## src/rtl/core/swel_pkg.sv

```systemverilog
// Package with shared widths, register codes and helpers for the sliding-window event limiter.
`default_nettype none
package swel_pkg;

  localparam int unsigned STAMP_W       = 32;
  localparam int unsigned RING_W        = 5;
  localparam int unsigned HELD_W        = 4;
  localparam int unsigned MAX_SLOTS_DEF = 16;
  localparam int unsigned ADDR_W        = 3;
  localparam int unsigned DATA_W        = 32;

  localparam logic [RING_W-1:0] RING_RESET = 5'd16;

  typedef enum logic {
    REG_WINDOW = 1'b0,
    REG_RING   = 1'b1
  } reg_sel_t;

  typedef struct packed {
    logic shift;
    logic load;
  } cell_ctl_t;

  // Capacity of the ring for a given slot setting, clamped to the legal range.
  function automatic int unsigned ring_cap(input logic [RING_W-1:0] rs,
                                           input int unsigned max_slots);
    int unsigned eff;
    eff = int'(rs);
    if (eff < 2) eff = 2;
    if (eff > max_slots) eff = max_slots;
    return eff - 1;
  endfunction

endpackage
`default_nettype wire

```

## src/rtl/core/swel_cell.sv

```systemverilog
// One timestamp cell of the age-ordered chain.
`default_nettype none
module swel_cell
  import swel_pkg::*;
(
  input  wire logic               clk,
  input  wire cell_ctl_t          ctl,
  input  wire logic [STAMP_W-1:0] shift_in,
  input  wire logic [STAMP_W-1:0] load_data,
  output logic      [STAMP_W-1:0] stamp
);

  logic [STAMP_W-1:0] stamp_r;

  always_ff @(posedge clk) begin
    if (ctl.shift) begin
      stamp_r <= shift_in;
    end else if (ctl.load) begin
      stamp_r <= load_data;
    end
  end

  assign stamp = stamp_r;

endmodule
`default_nettype wire

```

## src/rtl/core/sliding_window_event_limiter_top.sv

```systemverilog
// Top level of the sliding-window event limiter: config registers, control and cell chain.
//
//   channel | ports                       | direction | beat
//   input   | in_valid/in_ready           | in        | event_time
//   result  | out_valid/out_ready         | out       | flood_detected, recorded, entries_held
//   config  | psel/penable/pwrite/paddr.. | in        | window_ticks at 0x0, ring_size at 0x4
//
// An event finishes in S_CHECK when the ring has room or a flood is seen; otherwise in
// S_EVICT the chain drops one stamp from its oldest end per cycle while it is expired.
// The result sits in an output register, so a new beat is accepted while it waits.
// A finished result waits in place while the previous one has not been taken.
// Reset is synchronous and empties the ring; a ring_size write empties it too.
`default_nettype none
module sliding_window_event_limiter_top
  import swel_pkg::*;
#(
  parameter int unsigned MAX_SLOTS = MAX_SLOTS_DEF
) (
  input  wire logic               clk,
  input  wire logic               rst_n,
  input  wire logic               in_valid,
  output logic                    in_ready,
  input  wire logic [STAMP_W-1:0] in_event_time,
  output logic                    out_valid,
  input  wire logic               out_ready,
  output logic                    out_flood_detected,
  output logic                    out_recorded,
  output logic      [HELD_W-1:0]  out_entries_held,
  input  wire logic               psel,
  input  wire logic               penable,
  input  wire logic               pwrite,
  input  wire logic [ADDR_W-1:0]  paddr,
  input  wire logic [DATA_W-1:0]  pwdata,
  output logic      [DATA_W-1:0]  prdata,
  output logic                    pready
);

  localparam int unsigned NC = MAX_SLOTS - 1;
  localparam int unsigned CW = (MAX_SLOTS > 2) ? $clog2(MAX_SLOTS) : 1;

  typedef enum logic [2:0] {
    S_IDLE  = 3'b001,
    S_CHECK = 3'b010,
    S_EVICT = 3'b100
  } state_t;

  state_t             state_r, state_nxt;
  logic [STAMP_W-1:0] window_r;
  logic [RING_W-1:0]  ring_r;
  logic [CW-1:0]      cap_r;
  logic [CW-1:0]      count_r, count_nxt;
  logic [STAMP_W-1:0] time_r;
  logic               out_valid_r, out_valid_nxt;
  logic               out_flood_r, out_rec_r;
  logic [HELD_W-1:0]  out_held_r;

  logic               cfg_wr;
  reg_sel_t           reg_sel;
  logic [STAMP_W-1:0] stamp [NC];
  logic [STAMP_W-1:0] age;
  logic               flood_hit, expired, out_free;
  logic               do_shift, do_load, finish, res_flood, res_rec;
  logic [31:0]        held_ext;
  logic [HELD_W-1:0]  held_sat;

  assign pready  = 1'b1;
  assign reg_sel = reg_sel_t'(paddr[2]);
  assign cfg_wr  = psel & penable & pwrite;

  always_comb begin
    unique case (reg_sel)
      REG_WINDOW: prdata = window_r;
      REG_RING:   prdata = DATA_W'(ring_r);
      default:    prdata = '0;
    endcase
  end

  assign age       = time_r - stamp[0];
  assign flood_hit = !age[STAMP_W-1] && (age < window_r);
  assign expired   = !age[STAMP_W-1] && (age > window_r);
  assign out_free  = !out_valid_r || out_ready;
  assign in_ready  = (state_r == S_IDLE);

  always_comb begin
    state_nxt = state_r;
    count_nxt = count_r;
    do_shift  = 1'b0;
    do_load   = 1'b0;
    finish    = 1'b0;
    res_flood = 1'b0;
    res_rec   = 1'b0;
    unique case (state_r)
      S_IDLE: begin
        if (in_valid) state_nxt = S_CHECK;
      end
      S_CHECK: begin
        if (count_r != cap_r) begin
          if (out_free) begin
            do_load   = 1'b1;
            count_nxt = count_r + 1'b1;
            res_rec   = 1'b1;
            finish    = 1'b1;
            state_nxt = S_IDLE;
          end
        end else if (flood_hit) begin
          if (out_free) begin
            res_flood = 1'b1;
            finish    = 1'b1;
            state_nxt = S_IDLE;
          end
        end else begin
          state_nxt = S_EVICT;
        end
      end
      S_EVICT: begin
        if ((count_r != '0) && expired) begin
          do_shift  = 1'b1;
          count_nxt = count_r - 1'b1;
        end else if (out_free) begin
          if (count_r != cap_r) begin
            do_load   = 1'b1;
            count_nxt = count_r + 1'b1;
            res_rec   = 1'b1;
          end
          finish    = 1'b1;
          state_nxt = S_IDLE;
        end
      end
      default: state_nxt = S_IDLE;
    endcase
  end

  assign held_ext = 32'(count_nxt);
  assign held_sat = (held_ext > 32'd15) ? 4'd15 : held_ext[HELD_W-1:0];

  always_comb begin
    out_valid_nxt = out_valid_r;
    if (finish) begin
      out_valid_nxt = 1'b1;
    end else if (out_ready) begin
      out_valid_nxt = 1'b0;
    end
  end

  always_ff @(posedge clk) begin
    if (!rst_n) begin
      state_r     <= S_IDLE;
      count_r     <= '0;
      window_r    <= '0;
      ring_r      <= RING_RESET;
      cap_r       <= CW'(ring_cap(RING_RESET, MAX_SLOTS));
      out_valid_r <= 1'b0;
    end else begin
      state_r     <= state_nxt;
      out_valid_r <= out_valid_nxt;
      if (cfg_wr && (reg_sel == REG_RING)) begin
        count_r <= '0;
      end else begin
        count_r <= count_nxt;
      end
      if (cfg_wr) begin
        if (reg_sel == REG_WINDOW) begin
          window_r <= pwdata;
        end else begin
          ring_r <= pwdata[RING_W-1:0];
          cap_r  <= CW'(ring_cap(pwdata[RING_W-1:0], MAX_SLOTS));
        end
      end
    end
  end

  always_ff @(posedge clk) begin
    if (in_valid && in_ready) begin
      time_r <= in_event_time;
    end
    if (finish) begin
      out_flood_r <= res_flood;
      out_rec_r   <= res_rec;
      out_held_r  <= held_sat;
    end
  end

  for (genvar i = 0; i < NC; i++) begin : g_cell
    cell_ctl_t          ctl;
    logic [STAMP_W-1:0] nb;

    assign ctl = '{shift: do_shift, load: do_load && (count_r == CW'(i))};

    if (i == NC - 1) begin : g_last
      assign nb = '0;
    end else begin : g_mid
      assign nb = stamp[i+1];
    end

    swel_cell u_cell (
      .clk       (clk),
      .ctl       (ctl),
      .shift_in  (nb),
      .load_data (time_r),
      .stamp     (stamp[i])
    );
  end

  assign out_valid          = out_valid_r;
  assign out_flood_detected = out_flood_r;
  assign out_recorded       = out_rec_r;
  assign out_entries_held   = out_held_r;

endmodule
`default_nettype wire

```

## config.mk

```make
export PLATFORM = sky130hd
export DESIGN_NAME = sliding_window_event_limiter_top
export DESIGN_NICKNAME = d
export VERILOG_FILES = /design/src/rtl/core/swel_pkg.sv /design/src/rtl/core/swel_cell.sv /design/src/rtl/core/sliding_window_event_limiter_top.sv
export SDC_FILE = /design/constraint.sdc
export NUM_CORES = 1
export LEC_CHECK = 0
export BUFFER_PORTS_ARGS = -buffer_cell sky130_fd_sc_hd__buf_2
export CORE_AREA = 2 2 205 207
export DETAILED_ROUTE_END_ITERATION = 8
export DIE_AREA = 0 0 207 209
export GPL_TIMING_DRIVEN = 1
export PLACE_DENSITY = 0.79
export SYNTH_ARGS = -nofsm -noshare
export SYNTH_HDL_FRONTEND = slang
export SYNTH_SLANG_ARGS = --single-unit
```

## constraint.sdc

```tcl
create_clock -name clk -period 9.24 [get_ports clk]
set_input_delay 1.386 -clock clk [delete_from_list [all_inputs] [get_ports clk]]
set_output_delay 1.386 -clock clk [all_outputs]
set_load 0.05 [all_outputs]
```

Word-level counts from Yosys, hierarchy flattened
Index checks and enable logic that the tools add are counted.
W data, S select, Z words.
{"block": "totals", "register_bits": 567, "latchBits": 0, "ramBits": 0, "mem_bits_ro": 0, "in_bits": 74, "output_inout_bits": 41, "word_cells": 167, "mem_count": 0}
{"block": "op_classes", "n_addsub": 4, "mul": 0, "n_div": 0, "magnitude_cmp": 5, "n_eq_ne": 20, "n_shift": 0, "n_mux": 63, "bitwise": 5, "reduce_logical": 45}
{"op": "$mux W32", "count": 31}
{"op": "$pmux W32 S2", "count": 1}
{"op": "$mux W4", "count": 9}
{"op": "$gt A32 B32 Y1", "count": 1}
{"op": "$gt A32 B5 Y1 const B", "count": 1}
{"op": "$lt A32 B32 Y1", "count": 1}
{"op": "$sub A32 B32 Y32", "count": 1}
{"op": "$reduce_bool A2 Y1", "count": 15}
{"op": "$eq A4 B4 Y1 const B", "count": 7}
{"op": "$logic_and A1 B1 Y1", "count": 20}
{"op": "$eq A4 B3 Y1 const B", "count": 4}
{"op": "$mux W3", "count": 5}
{"op": "$mux W1", "count": 12}
{"op": "$pmux W3 S3", "count": 1}
{"op": "$eq A4 B2 Y1 const B", "count": 2}
{"op": "$pmux W4 S2", "count": 1}
{"op": "$sub A4 B1 Y4 const B", "count": 2}
{"op": "$reduce_and A2 Y1", "count": 3}
{"op": "$lt A5 B2 Y1 const B", "count": 1}
{"op": "$mux W5", "count": 1}
{"op": "$add A4 B1 Y4 const B", "count": 1}
{"op": "$eq A4 B1 Y1 const B", "count": 1}
{"op": "$gt A4 B4 Y1 const B", "count": 1}
{"op": "$logic_not A4 Y1", "count": 1}
{"op": "other kinds (12)", "count": 19}

Depth between registers and ports, before layout
{"block": "logic_depth", "word_depth": 11, "ltp_mapped": 26, "depth_no_buf": 23}

By module
From an unflattened synthesis, not the netlist that was laid out.
{"block": "unflattened", "hier_cells": 1757, "hier_area_um2": 28703.8}
{"module": "swel_cell", "instances": 15, "cells_each": 69, "area_each_um2": 1507.7}
{"module": "sliding_window_event_limiter_top", "instances": 1, "cells_each": 722, "area_each_um2": 6088.3}

Least setup slack after synthesis
OpenSTA, ideal clock, no wires.
{"block": "synth_path", "path_type": "register to register", "startpoint": "reg time_r[17]", "endpoint": "reg g_cell[0].u_cell.stamp_r[0], enable pin", "setup_ps": 470, "arrival_time_ps": 6758, "t_required_ps": 8770, "path_slack_ps": 2012, "path_stages_with_launch": 22, "path_buffers": 1, "cell_sequence": "edfxtp_1 > ha_1 > nand2_1 > nor3_1 > o211ai_1 > a31oi_1 > o221ai_1 > o221ai_1 > nor4_1 > or3_1 > xnor2_1 > ha_1 > nand4_1 > or4_1 > nor2_1 > a32oi_1 > o21ai_1 > o21ba_1 > buf_6 > a21boi_2 > nand2_1 > o31ai_1"}
{"block": "synth_via", "elab_chain_cells": 8}
{"item": "from (decl)", "line_no": "sliding_window_event_limiter_top.sv:52", "text": "logic [STAMP_W-1:0] time_r;"}
{"item": "from (signal assigned)", "line_no": "sliding_window_event_limiter_top.sv:174", "text": "time_r <= in_event_time;"}
{"item": "$sub A32 B32 Y32 *", "line_no": "sliding_window_event_limiter_top.sv:78", "text": "assign age = time_r - stamp[0];"}
{"item": "$gt A32 B32 Y1 or $logic_not A1 Y1 (tied branches)", "line_no": "sliding_window_event_limiter_top.sv:80", "text": "assign expired = !age[STAMP_W-1] && (age > window_r);"}
{"item": "$logic_and A1 B1 Y1 *", "line_no": "sliding_window_event_limiter_top.sv:80"}
{"item": "$logic_and A1 B1 Y1 *", "line_no": "sliding_window_event_limiter_top.sv:116", "text": "if ((count_r != '0) && expired) begin"}
{"item": "$mux W1 *", "line_no": "sliding_window_event_limiter_top.sv:116"}
{"item": "$pmux W1 S2 *", "line_no": "sliding_window_event_limiter_top.sv:92", "text": "unique case (state_r)"}
{"item": "via do_load", "line_no": "sliding_window_event_limiter_top.sv:62", "text": "logic do_shift, do_load, finish, res_flood, res_rec;"}
{"item": "$logic_and A1 B1 Y1 *", "line_no": "sliding_window_event_limiter_top.sv:187", "text": "assign ctl = '{shift: do_shift, load: do_load && (count_r == CW'(i))};"}
{"item": "$reduce_bool A2 Y1 (no source line) *"}
{"item": "to (signal assigned)", "line_no": "swel_cell.sv:17", "text": "stamp_r <= shift_in;"}
{"item": "to (signal assigned)", "line_no": "swel_cell.sv:19", "text": "stamp_r <= load_data;"}
{"item": "to (decl)", "line_no": "swel_cell.sv:13", "text": "logic [STAMP_W-1:0] stamp_r;"}
The timed path passes the listed nets; every way through them passes the cells marked *.
A chain may end at the register's enable or synchronous reset.

Worst setup path after layout
{"block": "layout_path", "startpoint": "reg time_r[7]", "endpoint": "reg g_cell[13].u_cell.stamp_r[18], enable pin"}
{"block": "layout_via", "elab_chain_cells": 8}
{"item": "$sub A32 B32 Y32 *", "line_no": "sliding_window_event_limiter_top.sv:78"}
{"item": "$gt A32 B32 Y1 or $logic_not A1 Y1 (tied branches)", "line_no": "sliding_window_event_limiter_top.sv:80"}
{"item": "$logic_and A1 B1 Y1 *", "line_no": "sliding_window_event_limiter_top.sv:80"}
{"item": "$logic_and A1 B1 Y1 *", "line_no": "sliding_window_event_limiter_top.sv:116"}
{"item": "$mux W1", "line_no": "sliding_window_event_limiter_top.sv:116"}
{"item": "$pmux W1 S2", "line_no": "sliding_window_event_limiter_top.sv:92"}
{"item": "$logic_and A1 B1 Y1", "line_no": "sliding_window_event_limiter_top.sv:187"}
{"item": "$reduce_bool A2 Y1 (no source line) *"}
{"item": "to (signal assigned)", "line_no": "swel_cell.sv:17"}
{"item": "to (signal assigned)", "line_no": "swel_cell.sv:19"}
{"item": "to (decl)", "line_no": "swel_cell.sv:13"}
Mark *: on every way between the ends. The rest lies on a longest branch, timed or not.

==> Implementation_results.wiki <==
{| class="wikitable"
! Metric !! Value
|-
| Run status || finished clean
|-
| Setup Buffers After CTS || 0
|-
| DRC marker count from the first detailed-route iteration || between 1500 and 2000
|-
| Fraction of final layout cells with drive strength greater than 1 || 11.0%
|-
| Slew at the pin closest to its max-slew limit || around 1200 ps
|-
| Area fraction in compound gates after synthesis || 5.34%
|-
| Largest net degree at the start of global routing || 273
|-
| Standby leakage power || 0.0104 µW
|-
| Filler cell count in the final layout || roughly 2900
|-
| Minimum period implied by the final worst setup slack || 7410 ps
|-
| Fraction of the mapped netlist area in adder cells || 3.57%
|-
| CTS H-tree depth || 2
|-
| Ratio of routed vias to standard cells || 5.64
|-
| Detail Placement HPWL || 33500 µm
|-
| IO Count || 115
|-
| Total routed wirelength || 55400 µm
|-
| Yosys synthesis warning count || 0
|-
| Vertical extent of the die || 209 µm
|-
| Synthesis-to-layout area growth || 11.4%
|-
| Commonest non-fill, non-tap cell in the layout || sky130_fd_sc_hd__nand2_1
|-
| Hold WC Path Type || register to register
|-
| Unrepaired setup endpoints after global routing || false
|-
| Total global-route track usage || roughly a quarter
|-
| Sum of negative setup slack || 0 ps
|-
| Maximum resistive drop on vdd || around 0.15 mV
|-
| Nets || approximately 2500
|-
| CTS buffer count || 53
|-
| Core Box Area || 41300 µm²
|-
| Share of synthesized cell area in and, or, nand and nor gates || 19.4%
|-
| Overall die area || 43300 µm²
|-
| Maximum fanout along the worst path || 35
|-
| CP required || 9520 ps
|-
| Clock transition at the registers of the reported paths || 70 ps
|-
| CTS tree || done
|-
| Arrival time at the worst endpoint || around 7700 ps
|-
| Seq cells post-synth || 567
|-
| Max-cap violations || 0
|-
| Cell area after synthesis || 24800 µm²
|-
| Maximum clock skew at final layout || between 15 and 20 ps
|-
| Ratio of final minimum period to clock period || between 80% and 90%
|-
| Placement Rows || 75
|-
| Number of clock sinks seen by CTS || approximately 570
|-
| Number of gates resized after cts || 0
|-
| Post-Synth XOR/XNOR Area || 1.06%
|-
| Synth Net Count || 2450
|-
| Kind of end point of the critical path || register
|-
| Headroom to the max-slew limit || 19.8%
|-
| Maximum count of clock buffers along a single path || 3
|-
| Worst skew pair latency || 590 ps
|-
| Post-synthesis sequential area ratio || roughly two thirds
|-
| Mapped Avg Cell Area || 10.7 µm²
|-
| Library cells used by synthesis || 69
|-
| Post-CTS Hold Fix Bufs || 0
|-
| Detailed-router iteration count before antenna repair || 6
|-
| Mux share of post-synthesis cell area || 1.63%
|-
| Number of standard cells after synthesis || 2306
|-
| Routed len/inst || 18.7 µm
|-
| Count of flip-flops with a built-in enable after synthesis || 486
|-
| Area of combinational cells with multiple inputs || 7850 µm²
|-
| Combinational family with the most area after synthesis || simple AND/OR/NAND/NOR gates
|-
| Power per cell area || just under 200 nW/µm²
|-
| Top FF cell, synth || sky130_fd_sc_hd__edfxtp_1
|-
| Die width || 207 µm
|-
| Master cell of the clock root buffer || sky130_fd_sc_hd__clkbuf_16
|-
| Type of the worst setup path || register to register
|-
| Top achievable clock speed || between 100 and 150 MHz
|-
| # setup viols final || 0
|-
| Routability congestion estimate from global placement || 0.890
|-
| Number of global-route vias before repair || 16100
|-
| Total number of vias || 16700
|-
| Remaining Overflow, GRT || 0
|-
| Diodes inserted || 0
|-
| Endpoints failing hold || 0
|-
| Share of synthesized registers carrying an async set or reset || 0%
|-
| Antenna violations before repair || 1
|-
| Max Transition Viols Final || 0
|-
| Worst hold-check slack || 466 ps
|-
| Most frequent cells in the layout || 1034 x sky130_fd_sc_hd__nand2_1, 486 x sky130_fd_sc_hd__edfxtp_1, 111 x sky130_fd_sc_hd__buf_2, 81 x sky130_fd_sc_hd__dfxtp_1, 74 x sky130_fd_sc_hd__inv_1
|-
| Global-route wire length before repair || 86800 µm
|-
| I/O Buffers || between 100 and 150
|-
| Post-detailed-route count of antenna-violating nets || 0
|-
| Category of the worst setup path launch point || register
|-
| Initial core utilization || 60.0%
|-
| Number of remaining DRC errors || 0
|-
| Register cell area after layout || 16200 µm²
|}
-- layer usage --
metal,GRT usage [%],up-vias,share of wire (%)
met2,42.6,661,48
met3,3.77,88,7.5
met5,0,-,0.020
li1,-,7906,-
met1,35.0,8056,42
met4,7.17,2,2.3
-- critical path, stage by stage (launching register included) --
cell and delay [ps]:
sky130_fd_sc_hd__edfxtp_1 500, sky130_fd_sc_hd__ha_1 440, sky130_fd_sc_hd__a21oi_1 90, sky130_fd_sc_hd__o21ai_0 400, sky130_fd_sc_hd__a21oi_1 170, sky130_fd_sc_hd__a31oi_1 360, sky130_fd_sc_hd__o221ai_1 320, sky130_fd_sc_hd__o221ai_1 380
sky130_fd_sc_hd__nor4_1 80, sky130_fd_sc_hd__or3_1 400, sky130_fd_sc_hd__xnor2_1 150, sky130_fd_sc_hd__ha_1 290, sky130_fd_sc_hd__nand4_1 110, sky130_fd_sc_hd__or4_1 450, sky130_fd_sc_hd__nor2_1 170, sky130_fd_sc_hd__o41a_1 180
sky130_fd_sc_hd__o21ai_1 140, sky130_fd_sc_hd__o21ba_1 520, sky130_fd_sc_hd__nand2_2 770, sky130_fd_sc_hd__o21ai_4 780, sky130_fd_sc_hd__buf_4 370
-- kinds of logic after synthesis --
| group | Yosys count |
|---|---|
| xor+xnor | 30 |
| flops | 567 |
| buf+inv | 188 |
| compound gates | 199 |
| mux | 40 |
| other cells | 1 |
| simple gates | 1211 |
| fa+ha+maj | 70 |
-- state kept, by name, indices dropped and copies added (netlist names) --
register,flops
out_valid,1
count_r,4
out_flood_detected,1
time_r,32
cap_r,4
ring_r,5
state_r,3
out_entries_held,4
out_recorded,1
g_cell.u_cell.stamp,480
window_r,32
-- through the flow --
step | util [%] | cells | worst slack (ps) | instance area (µm²) | total power [µW]
6_report | 66.8 | 2965 | 1830 | 27600 | 5460
5_1_grt | 66.8 | 2965 | 1350 | 27600 | 5620
4_1_cts | 66.8 | 2965 | 1890 | 27600 | 5480
3_5_place_dp | 62.4 | 2865 | 1920 | 25800 | 3220
3_3_place_gp | 62.4 | 2865 | 2040 | 25800 | 3200
2_1_floorplan | - | 2306 | 2010 | 24800 | 3120
-- final timing paths --
kind / to / depth (start not counted) / slack (ps) / startpoint
hold reg to reg: window_r[1] / 2 / 470 / window_r[1]
setup reg to reg: g_cell[13].u_cell.stamp[18] / 20 / 1830 / time_r[7]
setup / recovery: g_cell[13].u_cell.stamp[18] / 20 / 1830 / time_r[7]
hold / removal: window_r[1] / 2 / 470 / window_r[1]
-- where the power goes --
group / internal (µW) / leakage (µW) / switching, µW
clock network: 1330 / 0.000883 / 959
logic: 123 / 0.00447 / 222
registers: 2810 / 0.00504 / 22.2
-- layout make-up --
| type | instances | share of cell area [%] |
|---|---|---|
| clock inverters | 37 | 1.58 |
| well taps | 539 | 2.45 |
| clock buffers | 63 | 5.02 |
| inverters | 74 | 1.01 |
| flip-flops and latches | 567 | 58.8 |
| multi-input cells | 1551 | 28.5 |
| repair buffers | 134 | 2.69 |
-- Yosys cell counts, drive strengths merged, types with 9 or more instances --
library cell,n,share of area [%]
nor2b,13,0.33
inv,74,1.1
nand2,1036,16
nor3,9,0.20
dfxtp,81,6.5
nand3,10,0.20
xnor2,26,0.92
nand2b,9,0.23
buf,95,2.1
nor2,95,1.7
a21boi,35,1.1
mux2i,38,1.5
o21ai,38,0.77
nand4,13,0.33
o21a,10,0.30
a21o,14,0.43
edfxtp,486,59
ha,69,3.5
clkbuf,19,0.29
a21oi,51,1.1
(Power assumes the default switching activity.)
